### src/rtl/core/usd_pkg.sv
package usd_pkg;

    typedef struct packed {
        logic [7:0] byte_in;
        logic       end_of_input;
    } in_word_t;

    typedef struct packed {
        logic [20:0] code_point;
        logic        status;
        logic        last_of_run;
    } out_word_t;

    // One command per input word that causes results: err_count error results
    // first, then optionally one closing result.
    typedef struct packed {
        logic [2:0]  err_count;
        logic        has_tail;
        logic [20:0] tail_cp;
        logic        tail_err;
    } cmd_t;

    localparam logic [20:0] ERR_CP   = 21'h00FFFF;
    localparam logic [20:0] MIN_TWO   = 21'h000080;
    localparam logic [20:0] MIN_THREE = 21'h000800;
    localparam logic [20:0] MIN_FOUR  = 21'h010000;
    localparam logic [20:0] MAX_CP    = 21'h10FFFF;
    localparam logic [20:0] BMP_MAX   = 21'h00FFFF;

    localparam logic [7:0] CONT_MASK = 8'hC0;
    localparam logic [7:0] CONT_TAG  = 8'h80;

    localparam logic [2:0] LEN_NONE  = 3'd0;
    localparam logic [2:0] LEN_TWO   = 3'd2;
    localparam logic [2:0] LEN_THREE = 3'd3;
    localparam logic [2:0] LEN_FOUR  = 3'd4;

endpackage

### src/rtl/core/utf8_stream_decoder.sv
// UTF-8 stream decoder.
// Input channel (s_valid/s_ready/s_payload): one raw byte per word, with an
// end_of_input flag on the last byte of a stream. Output channel
// (m_valid/m_ready/m_payload): one code point per word, status 1 with code
// point 0xFFFF for a malformed or unrepresentable sequence, and last_of_run
// set on the final word caused by a given input byte. Bytes that only extend
// a pending sequence cause no output word.
// cfg_wr_en/cfg_wr_data write ucs2_mode, which limits results to 16 bits;
// write it only while the decoder is idle.
// Throughput: one input byte per cycle while each byte causes at most one
// output word. A failed sequence gives up to four words, one per cycle from
// the emitter, and the input stalls once the two-entry command queue fills.
// Results pass the command queue, cur_reg and the output register.
// Reset (aresetn low, synchronous) drops any pending sequence, empties the
// queue and the output register, and clears ucs2_mode.
// When the receiver stalls, the output word holds, the queue fills, and
// s_ready falls; nothing is lost.
module utf8_stream_decoder (
    input  logic               aclk,
    input  logic               aresetn,
    input  logic               cfg_wr_en,
    input  logic               cfg_wr_data,
    input  logic               s_valid,
    output logic               s_ready,
    input  usd_pkg::in_word_t  s_payload,
    output logic               m_valid,
    input  logic               m_ready,
    output usd_pkg::out_word_t m_payload
);

    logic          q_full, q_push, q_pop, q_valid;
    usd_pkg::cmd_t push_cmd, pop_cmd;

    usd_front u_front (
        .aclk        (aclk),
        .aresetn     (aresetn),
        .cfg_wr_en   (cfg_wr_en),
        .cfg_wr_data (cfg_wr_data),
        .s_valid     (s_valid),
        .s_ready     (s_ready),
        .s_payload   (s_payload),
        .q_full      (q_full),
        .q_push      (q_push),
        .q_cmd       (push_cmd)
    );

    usd_queue u_queue (
        .aclk      (aclk),
        .aresetn   (aresetn),
        .push      (q_push),
        .push_cmd  (push_cmd),
        .full      (q_full),
        .pop       (q_pop),
        .pop_valid (q_valid),
        .pop_cmd   (pop_cmd)
    );

    usd_back u_back (
        .aclk      (aclk),
        .aresetn   (aresetn),
        .q_valid   (q_valid),
        .q_cmd     (pop_cmd),
        .q_pop     (q_pop),
        .m_valid   (m_valid),
        .m_ready   (m_ready),
        .m_payload (m_payload)
    );

endmodule

### src/rtl/core/usd_front.sv
module usd_front (
    input  logic              aclk,
    input  logic              aresetn,
    input  logic              cfg_wr_en,
    input  logic              cfg_wr_data,
    input  logic              s_valid,
    output logic              s_ready,
    input  usd_pkg::in_word_t s_payload,
    input  logic              q_full,
    output logic              q_push,
    output usd_pkg::cmd_t     q_cmd
);

    logic       ucs2_mode_reg;
    logic [7:0] seq_bytes_reg [3];
    logic [1:0] seq_count_reg, seq_count_next;
    logic [2:0] seq_length_reg, seq_length_next;

    logic [7:0]    b;
    logic          eoi;
    logic          cont;
    logic [2:0]    lead_len;
    logic [2:0]    count_up;
    logic [20:0]   cp;
    logic          ok;
    logic          byte_we;
    logic [1:0]    wr_idx;
    logic          accept;
    usd_pkg::cmd_t cmd;

    assign b       = s_payload.byte_in;
    assign eoi     = s_payload.end_of_input;
    assign s_ready = !q_full;
    assign accept  = s_valid && s_ready;

    always_comb begin
        cont     = (b & usd_pkg::CONT_MASK) == usd_pkg::CONT_TAG;
        count_up = {1'b0, seq_count_reg} + 3'd1;
        lead_len = usd_pkg::LEN_NONE;
        if (b[7:5] == 3'b110) begin
            lead_len = usd_pkg::LEN_TWO;
        end else if (b[7:4] == 4'b1110) begin
            lead_len = usd_pkg::LEN_THREE;
        end else if (b[7:3] == 5'b11110) begin
            lead_len = usd_pkg::LEN_FOUR;
        end

        cp              = '0;
        ok              = 1'b0;
        cmd             = '0;
        byte_we         = 1'b0;
        wr_idx          = seq_count_reg;
        seq_count_next  = seq_count_reg;
        seq_length_next = seq_length_reg;

        if (seq_count_reg != 2'd0 && cont) begin
            if (count_up >= seq_length_reg) begin
                unique case (seq_length_reg)
                    usd_pkg::LEN_THREE: begin
                        cp = {5'd0, seq_bytes_reg[0][3:0], seq_bytes_reg[1][5:0], b[5:0]};
                        ok = cp >= usd_pkg::MIN_THREE;
                    end
                    usd_pkg::LEN_FOUR: begin
                        cp = {seq_bytes_reg[0][2:0], seq_bytes_reg[1][5:0],
                              seq_bytes_reg[2][5:0], b[5:0]};
                        ok = cp >= usd_pkg::MIN_FOUR && cp <= usd_pkg::MAX_CP;
                    end
                    default: begin
                        cp = {10'd0, seq_bytes_reg[0][4:0], b[5:0]};
                        ok = cp >= usd_pkg::MIN_TWO;
                    end
                endcase
                if (ok) begin
                    cmd.has_tail = 1'b1;
                    if (ucs2_mode_reg && cp > usd_pkg::BMP_MAX) begin
                        cmd.tail_cp  = usd_pkg::ERR_CP;
                        cmd.tail_err = 1'b1;
                    end else begin
                        cmd.tail_cp = cp;
                    end
                end else begin
                    cmd.err_count = count_up;
                end
                seq_count_next  = 2'd0;
                seq_length_next = usd_pkg::LEN_NONE;
            end else begin
                byte_we        = 1'b1;
                seq_count_next = count_up[1:0];
                if (eoi) begin
                    cmd.err_count   = count_up;
                    seq_count_next  = 2'd0;
                    seq_length_next = usd_pkg::LEN_NONE;
                end
            end
        end else begin
            // Any pending sequence is broken: flush it, then treat b as a lead.
            cmd.err_count   = {1'b0, seq_count_reg};
            seq_count_next  = 2'd0;
            seq_length_next = usd_pkg::LEN_NONE;
            if (!b[7]) begin
                cmd.has_tail = 1'b1;
                cmd.tail_cp  = {13'd0, b};
            end else if (lead_len == usd_pkg::LEN_NONE || eoi) begin
                cmd.has_tail = 1'b1;
                cmd.tail_cp  = usd_pkg::ERR_CP;
                cmd.tail_err = 1'b1;
            end else begin
                byte_we         = 1'b1;
                wr_idx          = 2'd0;
                seq_count_next  = 2'd1;
                seq_length_next = lead_len;
            end
        end
    end

    assign q_cmd  = cmd;
    assign q_push = accept && (cmd.has_tail || cmd.err_count != 3'd0);

    always_ff @(posedge aclk) begin
        if (!aresetn) begin
            ucs2_mode_reg  <= 1'b0;
            seq_count_reg  <= 2'd0;
            seq_length_reg <= usd_pkg::LEN_NONE;
        end else begin
            if (cfg_wr_en) begin
                ucs2_mode_reg <= cfg_wr_data;
            end
            if (accept) begin
                seq_count_reg  <= seq_count_next;
                seq_length_reg <= seq_length_next;
            end
        end
    end

    always_ff @(posedge aclk) begin
        if (accept && byte_we) begin
            seq_bytes_reg[wr_idx] <= b;
        end
    end

endmodule

### src/rtl/core/usd_queue.sv
module usd_queue (
    input  logic          aclk,
    input  logic          aresetn,
    input  logic          push,
    input  usd_pkg::cmd_t push_cmd,
    output logic          full,
    input  logic          pop,
    output logic          pop_valid,
    output usd_pkg::cmd_t pop_cmd
);

    usd_pkg::cmd_t mem_reg [2];
    logic          wr_ptr_reg, rd_ptr_reg;
    logic [1:0]    count_reg, count_next;
    logic          do_push, do_pop;

    assign full      = count_reg == 2'd2;
    assign pop_valid = count_reg != 2'd0;
    assign pop_cmd   = mem_reg[rd_ptr_reg];
    assign do_push   = push && !full;
    assign do_pop    = pop && pop_valid;

    always_comb begin
        count_next = count_reg;
        if (do_push && !do_pop) begin
            count_next = count_reg + 2'd1;
        end else if (do_pop && !do_push) begin
            count_next = count_reg - 2'd1;
        end
    end

    always_ff @(posedge aclk) begin
        if (!aresetn) begin
            wr_ptr_reg <= 1'b0;
            rd_ptr_reg <= 1'b0;
            count_reg  <= 2'd0;
        end else begin
            count_reg <= count_next;
            if (do_push) begin
                wr_ptr_reg <= !wr_ptr_reg;
            end
            if (do_pop) begin
                rd_ptr_reg <= !rd_ptr_reg;
            end
        end
    end

    always_ff @(posedge aclk) begin
        if (do_push) begin
            mem_reg[wr_ptr_reg] <= push_cmd;
        end
    end

endmodule

### src/rtl/core/usd_back.sv
module usd_back (
    input  logic               aclk,
    input  logic               aresetn,
    input  logic               q_valid,
    input  usd_pkg::cmd_t      q_cmd,
    output logic               q_pop,
    output logic               m_valid,
    input  logic               m_ready,
    output usd_pkg::out_word_t m_payload
);

    logic               cur_valid_reg;
    usd_pkg::cmd_t      cur_reg;
    logic               m_valid_reg;
    usd_pkg::out_word_t m_payload_reg;

    logic out_free, emit, emit_err, emit_last, load;

    assign out_free  = !m_valid_reg || m_ready;
    assign emit      = cur_valid_reg && out_free;
    assign emit_err  = cur_reg.err_count != 3'd0;
    assign emit_last = emit_err ? (cur_reg.err_count == 3'd1 && !cur_reg.has_tail) : 1'b1;
    // The next command moves in as the current one gives its last word.
    assign load      = q_valid && (!cur_valid_reg || (emit && emit_last));
    assign q_pop     = load;

    always_ff @(posedge aclk) begin
        if (!aresetn) begin
            cur_valid_reg <= 1'b0;
            m_valid_reg   <= 1'b0;
        end else begin
            if (load) begin
                cur_valid_reg <= 1'b1;
            end else if (emit && emit_last) begin
                cur_valid_reg <= 1'b0;
            end
            if (emit) begin
                m_valid_reg <= 1'b1;
            end else if (m_ready) begin
                m_valid_reg <= 1'b0;
            end
        end
    end

    always_ff @(posedge aclk) begin
        if (load) begin
            cur_reg <= q_cmd;
        end else if (emit && emit_err) begin
            cur_reg.err_count <= cur_reg.err_count - 3'd1;
        end
        if (emit) begin
            m_payload_reg.code_point  <= emit_err ? usd_pkg::ERR_CP : cur_reg.tail_cp;
            m_payload_reg.status      <= emit_err ? 1'b1 : cur_reg.tail_err;
            m_payload_reg.last_of_run <= emit_last;
        end
    end

    assign m_valid   = m_valid_reg;
    assign m_payload = m_payload_reg;

endmodule

### config.mk
export PLATFORM = sky130hd
export DESIGN_NAME = utf8_stream_decoder
export DESIGN_NICKNAME = d
export VERILOG_FILES = /design/src/rtl/core/usd_pkg.sv /design/src/rtl/core/utf8_stream_decoder.sv /design/src/rtl/core/usd_front.sv /design/src/rtl/core/usd_queue.sv /design/src/rtl/core/usd_back.sv
export SDC_FILE = /design/constraint.sdc
export NUM_CORES = 1
export LEC_CHECK = 0
export ABC_AREA = 0
export BUFFER_PORTS_ARGS = -buffer_cell sky130_fd_sc_hd__buf_2
export CAP_MARGIN = 20
export CORE_ASPECT_RATIO = 0.75
export CORE_MARGIN = 2
export CORE_UTILIZATION = 55
export DETAILED_ROUTE_END_ITERATION = 7
export PLACE_DENSITY = 0.74
export SLEW_MARGIN = 30
export SYNTH_ARGS = -nofsm -noshare
export SYNTH_HDL_FRONTEND = slang
export SYNTH_SLANG_ARGS = --single-unit
### constraint.sdc
create_clock -name aclk -period 12.1 [get_ports aclk]
set_clock_uncertainty 0.05 [all_clocks]
set_input_delay 1.21 -clock aclk [delete_from_list [all_inputs] [get_ports aclk]]
set_output_delay 1.21 -clock aclk [all_outputs]
set_load 0.05 [all_outputs]
; Word level (Yosys, flattened, before mapping)
; Memories as Yosys holds them, arrays and structs flattened. A register that Yosys moved wholly into a read port is not among the register bits.
; Index checks and enable logic that the tools add are counted.
[word_totals]
reg_bits = 61
mem_bits_rw = 76
memories = 2
[classes]
n_addsub = 4
n_lt_le_gt_ge = 6
eq_ne = 9
n_mux = 52
n_reduce_logical = 37
[memory_table]
columns = name, words, width, read_ports, rd_clocked_by_memory_dff, wr, line
row1 = u_queue.mem_reg, 2, 26, 1, 1, 1, usd_queue.sv:12  ; usd_pkg::cmd_t mem_reg [2];
row2 = u_front.seq_bytes_reg, 3, 8, 3, 0, 1, usd_front.sv:15  ; logic [7:0] seq_bytes_reg [3];
[op_table]
columns = cell, count
row1 = $mux 23, 3
row2 = $mux 21, 3
row3 = $pmux 21 s2, 1
row4 = $mux 3, 13
row5 = $mux 26, 1
row6 = $mux 22, 1
row7 = $ge 21x17->1 const B, 1
row8 = $gt 21x16->1 const B, 1
row9 = $le 21x21->1 const B, 1
row10 = $mux 1, 20
row11 = $mux 2, 9
row12 = $ge 16x12->1 const B, 1
row13 = $logic_and 1x1->1, 15
row14 = $reduce_bool 2->1, 6
row15 = $ge 11x8->1 const B, 1
row16 = $logic_not 1->1, 8
row17 = $eq 3x3->1 const B, 2
row18 = $reduce_bool 3->1, 2
row19 = $eq 5x5->1 const B, 1
row20 = $eq 2x2->1 const B, 2
row21 = $eq 4x4->1 const B, 1
row22 = $logic_or 1x1->1, 4
row23 = $add 2x1->3 const B, 1
row24 = $eq 3x1->1 const B, 1
row25 = 9 further kinds, 9

; Logic depth before layout (Yosys ltp)
; Gate-level depths: netlist of run 1.
[logic_depth]
ltp_word = 18
depth_mapped = 12
mapped_depth_nobuf = 12

; Cells and area by module
; From an unflattened synthesis of run 1, not the netlist that was laid out.
[unflattened]
cells_unflattened = 391
hier_area_um2 = 5655.4
[modules_own_cells]
columns = module, n_inst, cells_each, area_per_inst_um2, seq_area_each_um2
row1 = usd_queue, 1, 106, 2110.8, 1661.6
row2 = usd_back, 1, 103, 1870.5, 1511.4
row3 = usd_front, 1, 182, 1674.1, 630.6

; Worst setup path before layout of run 1
; OpenSTA, ideal clock, no wires.
[synth_timing]
path_kind = input to register
start = in s_payload[7] (netlist bit)
end = mem u_queue.mem_reg[0][0] (netlist bit), enable pin
setup_ps = 449
arrival_ps = 4230
required_time_ps = 11601
slack_ps = 7371
stages = 5
path_buffers = 1
path_cell_list = or3b_2 buf_2 o31ai_1 o21ai_1 a211oi_1
[synth_between]
elab_chain_cells = 14
elab_cells_between_ends = 19
classes_between = 4 x eq/ne / 8 x mux / 7 x reduce/logical
[synth_rtl]
columns = item, line
row1 = "start, declared", utf8_stream_decoder.sv:25  ; input usd_pkg::in_word_t s_payload,
row2 = $eq 5x5->1, usd_front.sv:44  ; end else if (b[7:3] == 5'b11110) begin
row3 = $mux 3, usd_front.sv:44
row4 = $mux 3, usd_front.sv:42  ; end else if (b[7:4] == 4'b1110) begin
row5 = $mux 3, usd_front.sv:40  ; if (b[7:5] == 3'b110) begin
row6 = $logic_not 3->1, usd_front.sv:103  ; end else if (lead_len == usd_pkg::LEN_NONE || eoi) begin
row7 = $logic_or 1x1->1, usd_front.sv:103
row8 = $mux 23, usd_front.sv:103
row9 = $mux 22, usd_front.sv:100  ; if (!b[7]) begin
row10 = $mux 26 (*), usd_front.sv:56  ; if (seq_count_reg != 2'd0 && cont) begin
row11 = $logic_or 1x1->1 (*), usd_front.sv:117  ; assign q_push = accept && (cmd.has_tail || cmd.err_count != 3'd0);
row12 = $logic_and 1x1->1 (*), usd_front.sv:117
row13 = $logic_and 1x1->1 (*), usd_queue.sv:20  ; assign do_push = push && !full;
row14 = $mux 1 (*), usd_queue.sv:49  ; if (do_push) begin
row15 = $mux 1 (not written as such) (*), usd_queue.sv:50  ; mem_reg[wr_ptr_reg] <= push_cmd;
row16 = "end, declared", usd_queue.sv:12
; Mark *: on every way between the ends. The rest lies on a longest branch, timed or not.

; Worst setup path after layout of run 1
[layout_timing]
start = reg u_front.seq_count_reg[0]
end = mem u_queue.mem_reg[0][15] (netlist bit), enable pin
[layout_between]
elab_chain_cells = 10
elab_cells_between_ends = 15
classes_between = 1 x add/sub / 1 x order compare / 7 x mux / 6 x reduce/logical
[layout_rtl]
columns = item, line
row1 = "start, declared", usd_front.sv:16  ; logic [1:0] seq_count_reg, seq_count_next;
row2 = "start signal, assigned", usd_front.sv:129  ; seq_count_reg <= seq_count_next;
row3 = $add 2x1->3, usd_front.sv:38  ; count_up = {1'b0, seq_count_reg} + 3'd1;
row4 = "$ge 3x3->1, or another cell as far along", usd_front.sv:57  ; if (count_up >= seq_length_reg) begin
row5 = $mux 3, usd_front.sv:57
row6 = $mux 26 (*), usd_front.sv:56
row7 = $reduce_bool 3->1, usd_front.sv:117
row8 = $logic_or 1x1->1 (*), usd_front.sv:117
row9 = $logic_and 1x1->1 (*), usd_front.sv:117
row10 = $logic_and 1x1->1 (*), usd_queue.sv:20
row11 = $mux 1 (*), usd_queue.sv:49
row12 = $mux 1 (not written as such) (*), usd_queue.sv:50
; Marked as above.

==> flow_summary.json, run 1 <==
{
  "status": "finished, final reports clean",
  "synth-compound-area-share_pct": 9.30,
  "syn2layout_area_growth_pct": 17.1,
  "synth-edff-count": 118,
  "wire_per_inst_microns": 17.6,
  "post-route-min-period_ps": 3740,
  "critical_path_required_ps": 12140,
  "maxSlewViolCount": 0,
  "rr_startpoint": "u_front.seq_count_reg[0]",
  "synthTopCellsByArea": "edfxtp_1 (65%), dfxtp_1 (4.8%), mux2_2 (4.8%), nand2b_1 (2.4%), ha_1 (2.1%)",
  "largest_reg_flops": 52,
  "leakage_nw": 2.19,
  "layout_worst_path_cycle_share_pct": 30.9,
  "hp-start": "u_back.cur_valid_reg",
  "peakVddDrop_mv": 0.142,
  "postCtsSetupBuffers": 0,
  "cp_cell_sequence": "inv_1 -> ha_1 -> ha_1 -> and2_1 -> a21o_1 -> and4bb_4 -> a21oi_1 -> a211oi_4 -> buf_4",
  "gp_congestion": 0.932,
  "worst_path_max_delay_cell": "a211oi_4",
  "syn_avg_cell_area_sq_um": 14.9,
  "die_x_microns": 119,
  "power.switching_mw": 0.409,
  "synthAdderAreaFrac_pct": 2.08,
  "initial_core_util_pct": 56.4,
  "ys_ff_latch": 131,
  "grt_setup_unrepaired": "no",
  "grt_pass1_wl_microns": 15900,
  "die_h_microns": 90,
  "drive_gt1_share_pct": 24.9,
  "synth_ff_type": "edfxtp_1",
  "drt_wl_total_microns": 9890,
  "yosys.area_share.simple_pct": 10.8,
  "yosysWarnings": 0,
  "root_buffer": "clkbuf_16",
  "synth_common_cells": "edfxtp_1 (118), mux2_2 (23), nand2b_1 (21)",
  "synth_top_cell_area_share_pct": 65.3,
  "grt_max_degree": 29,
  "hold_viol": 0,
  "yosysMostFrequentCell": "edfxtp_1",
  "vias_per_cell": 5.62,
  "min_to": "u_back.m_valid",
  "reg2regPathDepth": 9,
  "fin_nets": 440,
  "clock.fmax_mhz": 267,
  "synth-xor-area-share_pct": 0.646,
  "synth_top_family_by_area": "simple AND/OR/NAND/NOR gates",
  "worst_pin_slew_ps": 914,
  "critPathArrivalTime_ps": 3780,
  "whs_path_depth": 2,
  "fp-row-count": 31,
  "cts.sink_count": 131,
  "io_buffers": 39,
  "switching_share_pct": 28.5,
  "cp-start-kind": "flip-flop",
  "synth.area.mux_share_pct": 5.14,
  "yosys.area.top_type": "edfxtp_1",
  "cell_internal_pwr_mw": 1.03,
  "drcViolationCount": 0,
  "drt_first_iter_violations": 267,
  "setup_viol_count_final": 0,
  "relSlewSlack_pct": 38.8,
  "clk_path_buf_depth": 2,
  "synth_nets": 388,
  "synthArstFlopShare_pct": 0,
  "fillers": 702,
  "dp_hpwl_microns": 6300,
  "synth.distinct_cells": 54,
  "path_max_fanout": 19,
  "drv_cap": 0,
  "crit_buf_inv": 2,
  "cp_top_family": "compound AO/OA/AOI/OAI gates",
  "slowest_delay_ps": 640,
  "netlist_area_sq_mm": 0.00542,
  "core_sq_mm": 0.00962,
  "endpoint_kind": "flip-flop",
  "ff2ff_setup_slack_ps": 8360,
  "finalPower_mw": 1.44,
  "ctsResizeCount": 0,
  "clk_pin_slew_ps": 60,
  "dieArea_sq_mm": 0.0107,
  "clk_latency_ps": 410,
  "seq_area_frac_synth_pct": 70.1,
  "combPwrFrac_pct": 21.0,
  "r2r_end": "u_queue.mem_reg[0][15]",
  "drtPass1Iterations": 4,
  "netlist_instances": 364,
  "vias": 3151,
  "antenna_found_initial": 0,
  "cts_made_buffers": 17,
  "num_antenna_cells": 0,
  "clkPwrFrac_pct": 33.1,
  "io-pin-count": 40,
  "cts_tree": "done",
  "share_seq_of_total_power_pct": 45.9,
  "crit_type": "flip-flop to flip-flop",
  "grt_pass1_vias": 3115,
  "ant_nets": 0,
  "htree_levels": 4,
  "grt_overflow": 0,
  "fin_setup_tns_ps": 0,
  "gr-usage-all-layers_pct": 20.0,
  "min_path_type": "flip-flop to flip-flop",
  "power_density_mw_per_mm2": 226,
  "hold_buffers": 0,
  "cp_common_cell": "ha_1"
}
worst reg2reg max path: stages (launching register included):
cell and delay (ps):
dfxtp_1 500, inv_1 160, ha_1 380, ha_1 300, and2_1 160, a21o_1 320
and4bb_4 340, a21oi_1 180, a211oi_4 640, buf_4 380
cell usage in the layout, fill, tap and decap left out, types with 3 or more instances in the layout:
cell / count
or4_1: 3
nand2_1: 12
o21ai_0: 16
clkinvlp_4: 3
and3_1: 5
a22oi_1: 6
clkinv_1: 4
a21o_1: 3
clkbuf_1: 4
clkbuf_16: 17
xor2_1: 4
a211oi_1: 7
a22o_1: 4
nor2_1: 10
mux2_2: 23
a21oi_1: 17
nand3_1: 3
buf_2: 39
o21a_1: 6
nor2b_1: 4
ha_1: 9
dfxtp_1: 13
buf_4: 4
inv_1: 13
nor3_1: 4
o211ai_1: 4
edfxtp_1: 118
and2_1: 10
nand2b_1: 21
metrics by stage:
stage	hold WS [ps]	std cells	utilization [%]	setup slack, ps	area [sq um]
2_1_floorplan	403	364	-	7370	5420
6_report	424	561	66.1	8360	6350
3_5_place_dp	421	528	60.3	8150	5800
5_1_grt	462	561	66.1	8190	6350
3_3_place_gp	413	528	60.3	8270	5800
4_1_cts	426	560	66.0	8380	6350
final cells by class:
type / count / area, sq um / share of cell area (%)
Clock inverter: 11 / 111 / 1.75
Multi-Input combinational cell: 206 / 1540 / 24.3
Timing Repair Buffer: 44 / 230 / 3.62
Clock buffer: 21 / 440 / 6.93
Inverter: 16 / 61.3 / 0.965
Tap cell: 132 / 165 / 2.60
Sequential cell: 131 / 3800 / 59.9
power by group through the flow:
| stage | sequential [mW] | combinational [mW] | clock (mW) |
|---|---|---|---|
| finish | 0.659 | 0.301 | 0.475 |
| global route | 0.668 | 0.331 | 0.502 |
| CTS | 0.661 | 0.306 | 0.482 |
| detailed placement | 0.669 | 0.302 | 0 |
| global placement | 0.665 | 0.293 | 0 |
| floorplan | 0.714 | 0.173 | 0 |
worst max-delay path by stage:
stage | end | cells past startpoint | from | slack, ps
2_1_floorplan | u_queue.mem_reg[0][0] | 5 | s_payload[7] | 7370
3_3_place_gp | u_queue.count_reg[1] | 9 | s_payload[7] | 8270
3_5_place_dp | u_queue.mem_reg[0][13] | 6 | s_payload[7] | 8150
4_1_cts | u_queue.mem_reg[0][14] | 9 | u_front.seq_count_reg[0] | 8380
5_1_grt | u_queue.mem_reg[0][14] | 9 | u_front.seq_count_reg[0] | 8190
6_report | u_queue.mem_reg[0][15] | 9 | u_front.seq_count_reg[0] | 8360
cells by family (layout without fill, tap and decap cells):
family	after synthesis	after routing
flip-flops	131	131
AND/OR/NAND/NOR	92	92
AO/OA/AOI/OAI	76	76
buffers and inverters	27	92
multiplexers	25	25
adder cells (fa/ha/maj)	9	9
XOR/XNOR	4	4
routing by layer:
layer | global-route usage (%) | wire length [microns] | up-vias
met5 | 0 | 0 | -
met4 | 10.7 | 226 | 0
met3 | 6.85 | 613 | 20
met2 | 29.5 | 4490 | 100
met1 | 26.3 | 4560 | 1533
li1 | - | - | 1498
Note: power is estimated with default switching activity, not from simulation.
==> run 2: changes to the inputs <==
CORE_UTILIZATION = 54   (was 55)
PLACE_DENSITY = 0.76   (was 0.74)
clock period = 3.3 ns   (was 12.1 ns; I/O delays follow)
==> run 2 against run 1 <==
Sequential cell count unchanged. Via count increased by 4.0%. Fmax rose by 18%. Combinational power rose to 3.8 times the previous value. Routed wire length increased by 4.5%. Critical endpoint is now u_queue.count_reg[1]. Largest cell class unchanged.
==> flow_summary.json, run 2 (synthesis gave the netlist of run 1 again) <==
{
  "status": "finished, final reports clean",
  "dp_cells": 534,
  "leakage_nw": 2.26,
  "routed-wl-met2_microns": 4970,
  "switching_share_pct": 28.0,
  "cp_top_family": "adder cells",
  "dp_hpwl_microns": 6270,
  "endpoint_kind": "flip-flop",
  "combPwrFrac_pct": 20.9,
  "reg2regPathDepth": 11,
  "dpl-instance-area_sq_mm": 0.00587,
  "clkPwrFrac_pct": 34.8,
  "relSlewSlack_pct": 53.0,
  "cp_common_cell": "ha_1",
  "drive_gt1_share_pct": 26.8,
  "cp_cell_sequence": "inv_1 -> ha_1 -> ha_1 -> and2_1 -> a21o_2 -> and4bb_4 -> a21oi_2 -> a21oi_1 -> ha_1 -> or3_1 -> a21oi_1",
  "drtPass1Iterations": 5,
  "whs_path_depth": 3,
  "slowest_delay_ps": 400,
  "clk_path_buf_depth": 2,
  "cts.sink_count": 131,
  "io-pin-count": 40,
  "top_layer_used": "met4",
  "grt_max_degree": 29,
  "num_antenna_cells": 0,
  "clk_pin_slew_ps": 60,
  "cp-startpoint": "u_front.seq_count_reg[0]",
  "share_seq_of_total_power_pct": 44.3,
  "cp-start-kind": "flip-flop",
  "crit_buf_inv": 1,
  "cell_internal_pwr_mw": 3.93,
  "io_buffers": 39,
  "post-route-min-period_ps": 3160,
  "maxSlewViolCount": 0,
  "fillers": 672,
  "fp-row-count": 31,
  "path_max_fanout": 8,
  "cts_made_buffers": 17,
  "power_density_mw_per_mm2": 843,
  "critical_path_required_ps": 3580,
  "largest_reg_flops": 52,
  "clk_latency_ps": 410,
  "cp-endpoint": "u_queue.count_reg[1]",
  "finalPower_mw": 5.45,
  "gp_congestion": 0.852,
  "root_buffer": "clkbuf_16",
  "ant_nets": 0,
  "layout_commonest_cell": "edfxtp_1",
  "grt_overflow": 0,
  "worst_path_max_delay_cell": "dfxtp_2",
  "r2r_end": "u_queue.count_reg[1]",
  "drv_cap": 0,
  "wire_per_inst_microns": 18.3,
  "cts_tree": "done",
  "die_h_microns": 90.8,
  "hold_viol": 0,
  "fin_setup_tns_ps": 0,
  "fin_cells": 565,
  "drcViolationCount": 0,
  "core_sq_mm": 0.00970,
  "antenna_found_initial": 0,
  "fin_nets": 445,
  "layout_worst_path_cycle_share_pct": 95.7,
  "crit_type": "flip-flop to flip-flop",
  "dieArea_sq_mm": 0.0109,
  "ff2ff_setup_slack_ps": 140,
  "setup_viol_count_final": 0,
  "wl_met3_microns": 674,
  "grt_pass1_wl_microns": 16600,
  "worst-path-stages": 11,
  "drt_first_iter_violations": 328,
  "die_x_microns": 120,
  "vias_per_cell": 5.80,
  "grt_pass1_vias": 3310,
  "worst_pin_slew_ps": 700,
  "gr-usage-all-layers_pct": 20.3,
  "htree_levels": 4,
  "layout_common_cells": "edfxtp_1 (118), buf_2 (39), mux2_2 (23)",
  "drt_wl_total_microns": 10300,
  "vias": 3277,
  "syn2layout_area_growth_pct": 19.3,
  "finalInstanceArea_sq_mm": 0.00647,
  "rr_startpoint": "u_front.seq_count_reg[0]",
  "met1Wirelength_microns": 4480,
  "power.switching_mw": 1.53,
  "critPathArrivalTime_ps": 3440,
  "initial_core_util_pct": 55.9,
  "min_path_type": "input pin to flip-flop",
  "fin_util_pct": 66.7,
  "peakVddDrop_mv": 0.517,
  "clock.fmax_mhz": 317
}
[run 2: through the flow]
step	hold WS, ps	setup WS, ps
6_report	119	142
5_1_grt	105	-4.11
4_1_cts	106	11.5
3_5_place_dp	421	92.0
3_3_place_gp	417	208
2_1_floorplan	379	-268
[run 2: worst min path at each step]
stage / slack [ps] / startpoint / to
after floorplan: 380 / s_payload[1] / u_front.seq_bytes_reg[0][0]
after global placement: 420 / u_back.cur_valid_reg / u_back.m_valid
after detailed placement: 420 / u_back.cur_valid_reg / u_back.m_valid
after CTS: 110 / s_payload[2] / u_front.seq_bytes_reg[0][1]
after global routing: 100 / s_payload[2] / u_front.seq_bytes_reg[0][1]
final: 120 / cfg_wr_data / u_front.ucs2_mode_reg
[run 2: repair_timing]
action / CTS / global route
hold buffers: 0 / 0
endpoints found under the setup margin: 0 / 53
buffers inserted: 0 / 0
gates resized for setup: 0 / 4
[run 2: routing by layer]
metal,global-route usage (%),vias to the layer above
li1,-,1507
met1,26.0,1599
met2,32.4,154
met3,6.44,17
met4,7.75,0
met5,0,-
[run 2: power by group through the flow]
| stage | Sequential, mW | Combinational [mW] | Clock (mW) |
|---|---|---|---|
| 6_report | 2.42 | 1.14 | 1.90 |
| 5_1_grt | 2.45 | 1.25 | 2.00 |
| 4_1_cts | 2.42 | 1.14 | 1.92 |
| 3_5_place_dp | 2.45 | 1.13 | 0 |
| 3_3_place_gp | 2.43 | 1.09 | 0 |
| 2_1_floorplan | 2.62 | 0.639 | 0 |
[run 2: cell type report]
type	instances	area [sq um]	area share (%)
clock buffer	18	429	6.63
clock inverter	13	165	2.55
inverter	16	61.3	0.947
multi-input combinational	206	1550	24.0
sequential	131	3800	58.8
tap	132	165	2.55
timing repair buffer	49	295	4.56
[run 2: worst reg2reg max path: stages (launching register included)]
cell and delay [ps]:
dfxtp_2 400, inv_1 120, ha_1 340, ha_1 290, and2_1 200, a21o_2 300, and4bb_4 260, a21oi_2 160
a21oi_1 90, ha_1 340, or3_1 370, a21oi_1 150
